`src/hw/rtl/brfmt_pkg.sv`:
```
// Package for the box region first-match table.
// Holds the table sizing, field widths, command and status codes, FSM states
// and the control/status structs between the controller and the datapath.
`default_nettype none

package brfmt_pkg;

	// table sizing and fixed-point format
	localparam int MAX_ENTRIES = 64;
	localparam int FRAC_BITS   = 4;
	localparam int IDX_W       = 6;                    // entry index width
	localparam int CNT_W       = 7;                    // entry count width
	localparam int CRD_W       = 16;                   // integer coordinate width
	localparam int HALF_W      = 8;                    // half size register width
	localparam int QRY_W       = 20;                   // query point width
	localparam int SUM_W       = CRD_W + 2;            // centre +/- half, exact
	localparam int BND_W       = SUM_W + FRAC_BITS;    // scaled bound
	localparam int ENT_W       = 4 * CRD_W;            // one stored entry

	localparam logic [CNT_W-1:0] MAX_CNT = CNT_W'(MAX_ENTRIES);

	// configuration port
	localparam int APB_AW = 3;
	localparam int APB_DW = 32;
	localparam logic REG_HALF_WIDTH  = 1'b0;
	localparam logic REG_HALF_HEIGHT = 1'b1;

	typedef enum logic [1:0] {
		CMD_APPEND = 2'd0,
		CMD_CLEAR  = 2'd1,
		CMD_LOOKUP = 2'd2,
		CMD_READ   = 2'd3
	} cmd_t;

	typedef enum logic [1:0] {
		STS_OK        = 2'd0,
		STS_FULL      = 2'd1,
		STS_BAD_INDEX = 2'd2
	} status_t;

	typedef enum logic [2:0] {
		ST_IDLE,
		ST_APPEND,
		ST_CLEAR,
		ST_RD_REQ,
		ST_RD_DATA,
		ST_SCAN
	} state_t;

	// controller to datapath
	typedef struct packed {
		logic    load;        // capture the command payload
		logic    append;      // write the captured entry if room
		logic    clear;       // empty the table
		logic    rd_entry;    // read the entry at the captured index
		logic    scan_run;    // advance the lookup scan
		logic    emit;        // load the result registers
		logic    emit_entry;  // result carries the compared entry
		status_t emit_status;
	} ctrl_cmd_t;

	// datapath to controller
	typedef struct packed {
		logic full;       // table holds MAX_ENTRIES entries
		logic idx_ok;     // captured read index is below the count
		logic hit;        // entry in flight contains the query point
		logic scan_done;  // every entry issued and compared
	} dp_stat_t;

endpackage

`default_nettype wire

```
`src/hw/rtl/brfmt_ctrl.sv`:
```
// Controller FSM of the box region first-match table.
// Depends on brfmt_pkg; drives brfmt_dp through ctrl_cmd_t, watches dp_stat_t.
`default_nettype none

module brfmt_ctrl (
	input  wire logic                 clk,
	input  wire logic                 arst_n,
	input  wire logic                 start,
	input  wire logic [1:0]           command,
	input  wire brfmt_pkg::dp_stat_t  stat,
	output brfmt_pkg::ctrl_cmd_t      cmd,
	output logic                      busy
);

	brfmt_pkg::state_t state_q, state_d;

	// state register
	always_ff @(posedge clk or negedge arst_n) begin
		if (!arst_n) begin
			state_q <= brfmt_pkg::ST_IDLE;
		end else begin
			state_q <= state_d;
		end
	end

	// next state and datapath commands
	always_comb begin
		state_d         = state_q;
		cmd             = '0;
		cmd.emit_status = brfmt_pkg::STS_OK;
		busy            = (state_q != brfmt_pkg::ST_IDLE);
		case (state_q)
			brfmt_pkg::ST_IDLE: begin
				if (start) begin
					cmd.load = 1'b1;
					case (brfmt_pkg::cmd_t'(command))
						brfmt_pkg::CMD_APPEND: state_d = brfmt_pkg::ST_APPEND;
						brfmt_pkg::CMD_CLEAR:  state_d = brfmt_pkg::ST_CLEAR;
						brfmt_pkg::CMD_LOOKUP: state_d = brfmt_pkg::ST_SCAN;
						brfmt_pkg::CMD_READ:   state_d = brfmt_pkg::ST_RD_REQ;
						default:               state_d = brfmt_pkg::ST_IDLE;
					endcase
				end
			end
			brfmt_pkg::ST_APPEND: begin
				cmd.append      = 1'b1;
				cmd.emit        = 1'b1;
				cmd.emit_status = stat.full ? brfmt_pkg::STS_FULL : brfmt_pkg::STS_OK;
				state_d         = brfmt_pkg::ST_IDLE;
			end
			brfmt_pkg::ST_CLEAR: begin
				cmd.clear = 1'b1;
				cmd.emit  = 1'b1;
				state_d   = brfmt_pkg::ST_IDLE;
			end
			brfmt_pkg::ST_RD_REQ: begin
				// issue the read, or report the bad index at once
				if (stat.idx_ok) begin
					cmd.rd_entry = 1'b1;
					state_d      = brfmt_pkg::ST_RD_DATA;
				end else begin
					cmd.emit        = 1'b1;
					cmd.emit_status = brfmt_pkg::STS_BAD_INDEX;
					state_d         = brfmt_pkg::ST_IDLE;
				end
			end
			brfmt_pkg::ST_RD_DATA: begin
				cmd.emit       = 1'b1;
				cmd.emit_entry = 1'b1;
				state_d        = brfmt_pkg::ST_IDLE;
			end
			brfmt_pkg::ST_SCAN: begin
				// stop at the first hit, or once every entry has missed
				cmd.scan_run = 1'b1;
				if (stat.hit) begin
					cmd.emit       = 1'b1;
					cmd.emit_entry = 1'b1;
					state_d        = brfmt_pkg::ST_IDLE;
				end else if (stat.scan_done) begin
					cmd.emit = 1'b1;
					state_d  = brfmt_pkg::ST_IDLE;
				end
			end
			default: begin
				state_d = brfmt_pkg::ST_IDLE;
			end
		endcase
	end

endmodule

`default_nettype wire

```
`config.mk`:
```
export PLATFORM = sky130hd
export DESIGN_NAME = brfmt_ctrl
export DESIGN_NICKNAME = d
export VERILOG_FILES = /design/src/hw/rtl/brfmt_pkg.sv /design/src/hw/rtl/brfmt_ctrl.sv
export SDC_FILE = /design/constraint.sdc
export NUM_CORES = 1
export LEC_CHECK = 0
export BUFFER_PORTS_ARGS = -buffer_cell sky130_fd_sc_hd__buf_2
export CORE_AREA = 2 2 39 41
export CTS_BUF_LIST = sky130_fd_sc_hd__clkbuf_8
export CTS_CLUSTER_SIZE = 12
export DETAILED_ROUTE_END_ITERATION = 6
export DIE_AREA = 0 0 41 43
export MAX_ROUTING_LAYER = met4
export SLEW_MARGIN = 20
export SYNTH_ARGS = -nofsm -noshare
export SYNTH_HDL_FRONTEND = slang
export SYNTH_SLANG_ARGS = --single-unit
```
`constraint.sdc`:
```
create_clock -name clk -period 1.11 [get_ports clk]
set_input_delay 0.1665 -clock clk [delete_from_list [all_inputs] [get_ports clk]]
set_output_delay 0.1665 -clock clk [all_outputs]
set_load 0.01 [all_outputs]
```
==> results.toml <==
[power]
leakagePower_nw = 0.299
powerDensity_nw_per_um2 = 1210
ir_worst_vdd_uv = 582
power.total_uw = 697

[drt]
drt_iter0_drc = 0
num_vias = 345
wl_met3_um = 50
antenna_left = 0
first_pass_iters = 1
routed_wl_um = 827
drc = 0
routedWlPerCell_um = 10.6
via_per_inst = 4.42
wl_met2_um = 422
wl_met1_um = 309
highest_layer = "met4"

[logic_synthesis]
syn_area_sq_um = 221
synth.avg_cell_area_sq_um = 7.91
ys_seq_area_share_pct = 33.9
yosysWarningCount = 0
synth_top_family_by_area = "simple AND/OR/NAND/NOR gates"
yosys.area.top_type = "dfrtp_1"
ys_types = 16
async_flop_share_pct = 100
synth_edf_count = 0
synth_xor_area_share_pct = 0
synth_commonest_cells = "nand2_1 (4), dfrtp_1 (3), nor2_1 (3), nor3_1 (3)"
syn_nets = 37
synth_area_leaders = "dfrtp_1 (34%), nor3_1 (6.8%), nand2_1 (6.8%)"
synth_flop_cell = "dfrtp_1"
yosys.area_share.simple_pct = 58.8
synth_fa_ha_area_share_pct = 0
synthCells = 28
synth_most_common_cell = "nand2_1"
synth.area.mux_share_pct = 0
synth_compound_area_share_pct = 3.95
synth-seq-cells = 3
synth_top_area_share_pct = 33.9

[cts]
root_buffer = "clkbuf_8"
cts_tree = "done"
clkSinkCount = 3
h-tree-depth = 1
clock_latency_ns = 0.21
clockBufferDepth = 2
cts_buffers = 3
clk_pin_slew_ns = 0.03

[placed_design]
portBuffers = 18
placedCellCount = 66
hpwl_um = 531
gp_congestion = 0.655

[layout]
fillers = 147
fin_nets = 72
layout-drive-gt1-share_pct = 83.9
largest_reg_flops = 3
diodes = 0
reg_top3 = "state_q (3)"
layoutNonFillerInstCount = 78
top_register = "state_q"
fin_util_pct = 41.5
syn_to_final_growth_pct = 159

[timing]
relSlewSlack_pct = 88.9
worst_pin_slew_ns = 0.167
setup_violations = 13
post-route-period-util_pct = 123
finClkSkew_ns = 0.000428
setup_slack_ns = -0.258
period_minus_slack_ns = 1.37
finalMaxSlewViolations = 0
fmax_mhz = 731
rsz0062_at_grt = "yes"
final_hold_viol_count = 0

[critical_path]
r2r-start = "state_q[1]"
worstSetupEndpointType = "output pin"
crit_required_ns = 0.94
r2r_cells = 6
cp.arrival_ns = 1.20
cp-start-kind = "flip-flop"
rrSetupSlack_ns = -0.19
crit_type = "flip-flop to output pin"
r2r-end = "state_q[2]"
cp_max_fo = 6

[worst_hold_path]
min_from = "command[0]"
hold_class = "primary input to flip-flop"
min_path_cells = 2
hold_path_end = "state_q[1]"

[floorplan]
core_sq_um = 1380
rows = 14
die_width_um = 41
initial_core_util_pct = 16.0
die_height_um = 43
io_pins = 19
die_area_sq_um = 1760

[global_route]
grt_max_degree = 7
grt_pass1_vias = 317
grt-ovfl-total = 0
grtUsageTotal_pct = 11.3
antenna_found_initial = 0
grt_pass1_wl_um = 1200

[run_status]
violations = "setup timing"
status = "finished with violations"

[run]
cap_violations = 0
-- metal layers --
| layer | up-vias | GRT usage (%) |
|---|---|---|
| li1 | 167 | - |
| met1 | 158 | 10.0 |
| met2 | 16 | 17.2 |
| met3 | 4 | 1.57 |
| met4 | 0 | 14.0 |
| met5 | - | - |
-- how the worst max path moves through the flow --
| stage | start | endpoint | slack (ns) | cells past startpoint |
|---|---|---|---|---|
| global route | state_q[1] | cmd[8] | -0.33 | 4 |
| global placement | state_q[2] | cmd[3] | -0.06 | 4 |
| CTS | state_q[2] | cmd[8] | -0.25 | 4 |
| detailed placement | state_q[1] | state_q[2] | -0.07 | 3 |
| finish | state_q[0] | cmd[0] | -0.26 | 5 |
| floorplan | state_q[2] | cmd[3] | -0.03 | 3 |
-- cells in the final DEF (no fill, tap or decap), types with 2 or more instances in the layout --
cell type / Yosys / routed
clkbuf_8: 0 / 3
buf_2: 0 / 15
dfrtp_2: 0 / 3
nand2_1: 4 / 3
buf_6: 0 / 7
inv_2: 1 / 2
nor3_2: 0 / 3
buf_4: 0 / 7
-- per-stage QoR --
| step | worst slack, ns | area, sq um | hold WS (ns) | setup TNS [ns] |
|---|---|---|---|---|
| after global placement | -0.0624 | 367 | -0.0361 | -0.157 |
| after detailed placement | -0.0654 | 367 | -0.0342 | -0.306 |
| after floorplan | -0.0319 | 226 | -0.129 | -0.110 |
| after CTS | -0.249 | 494 | 0.216 | -1.96 |
| after global routing | -0.331 | 574 | 0.247 | -2.83 |
| final | -0.258 | 574 | 0.234 | -2.07 |
-- worst max-delay path, stage by stage (launching register included) --
cell and delay, ns:
dfrtp_2 0.43, buf_4 0.15, nand2b_4 0.08, nor2_4 0.05, and2_1 0.14, buf_2 0.13
-- cell families after synthesis --
kind of cell / Yosys count
buffers and inverters: 2
flip-flops: 3
AO/OA/AOI/OAI: 1
AND/OR/NAND/NOR: 22
-- where the power goes --
group	total [mW]	switching (mW)	internal, mW
sequential	0.136	0.0145	0.121
clock	0.306	0.0710	0.235
combinational	0.255	0.105	0.151
total	0.697	0.190	0.507
-- what timing repair did --
action / in CTS / in global routing
gates resized for setup: 8 / 17
buffers inserted: 5 / 2
hold buffers: 1 / 0
endpoints found under the setup margin: 12 / 13
endpoints found under the hold margin: 3 / 0
pin swaps: 4 / 5
-- area by class of cell --
class	count	area, sq um	area share (%)
clock buffers	3	41.3	7.19
clock inverters	1	3.75	0.654
inverters	2	7.51	1.31
multi-input cells	23	206	35.9
flip-flops and latches	3	78.8	13.7
well taps	16	20.0	3.49
repair buffers	30	216	37.7
(Power assumes the default switching activity.)
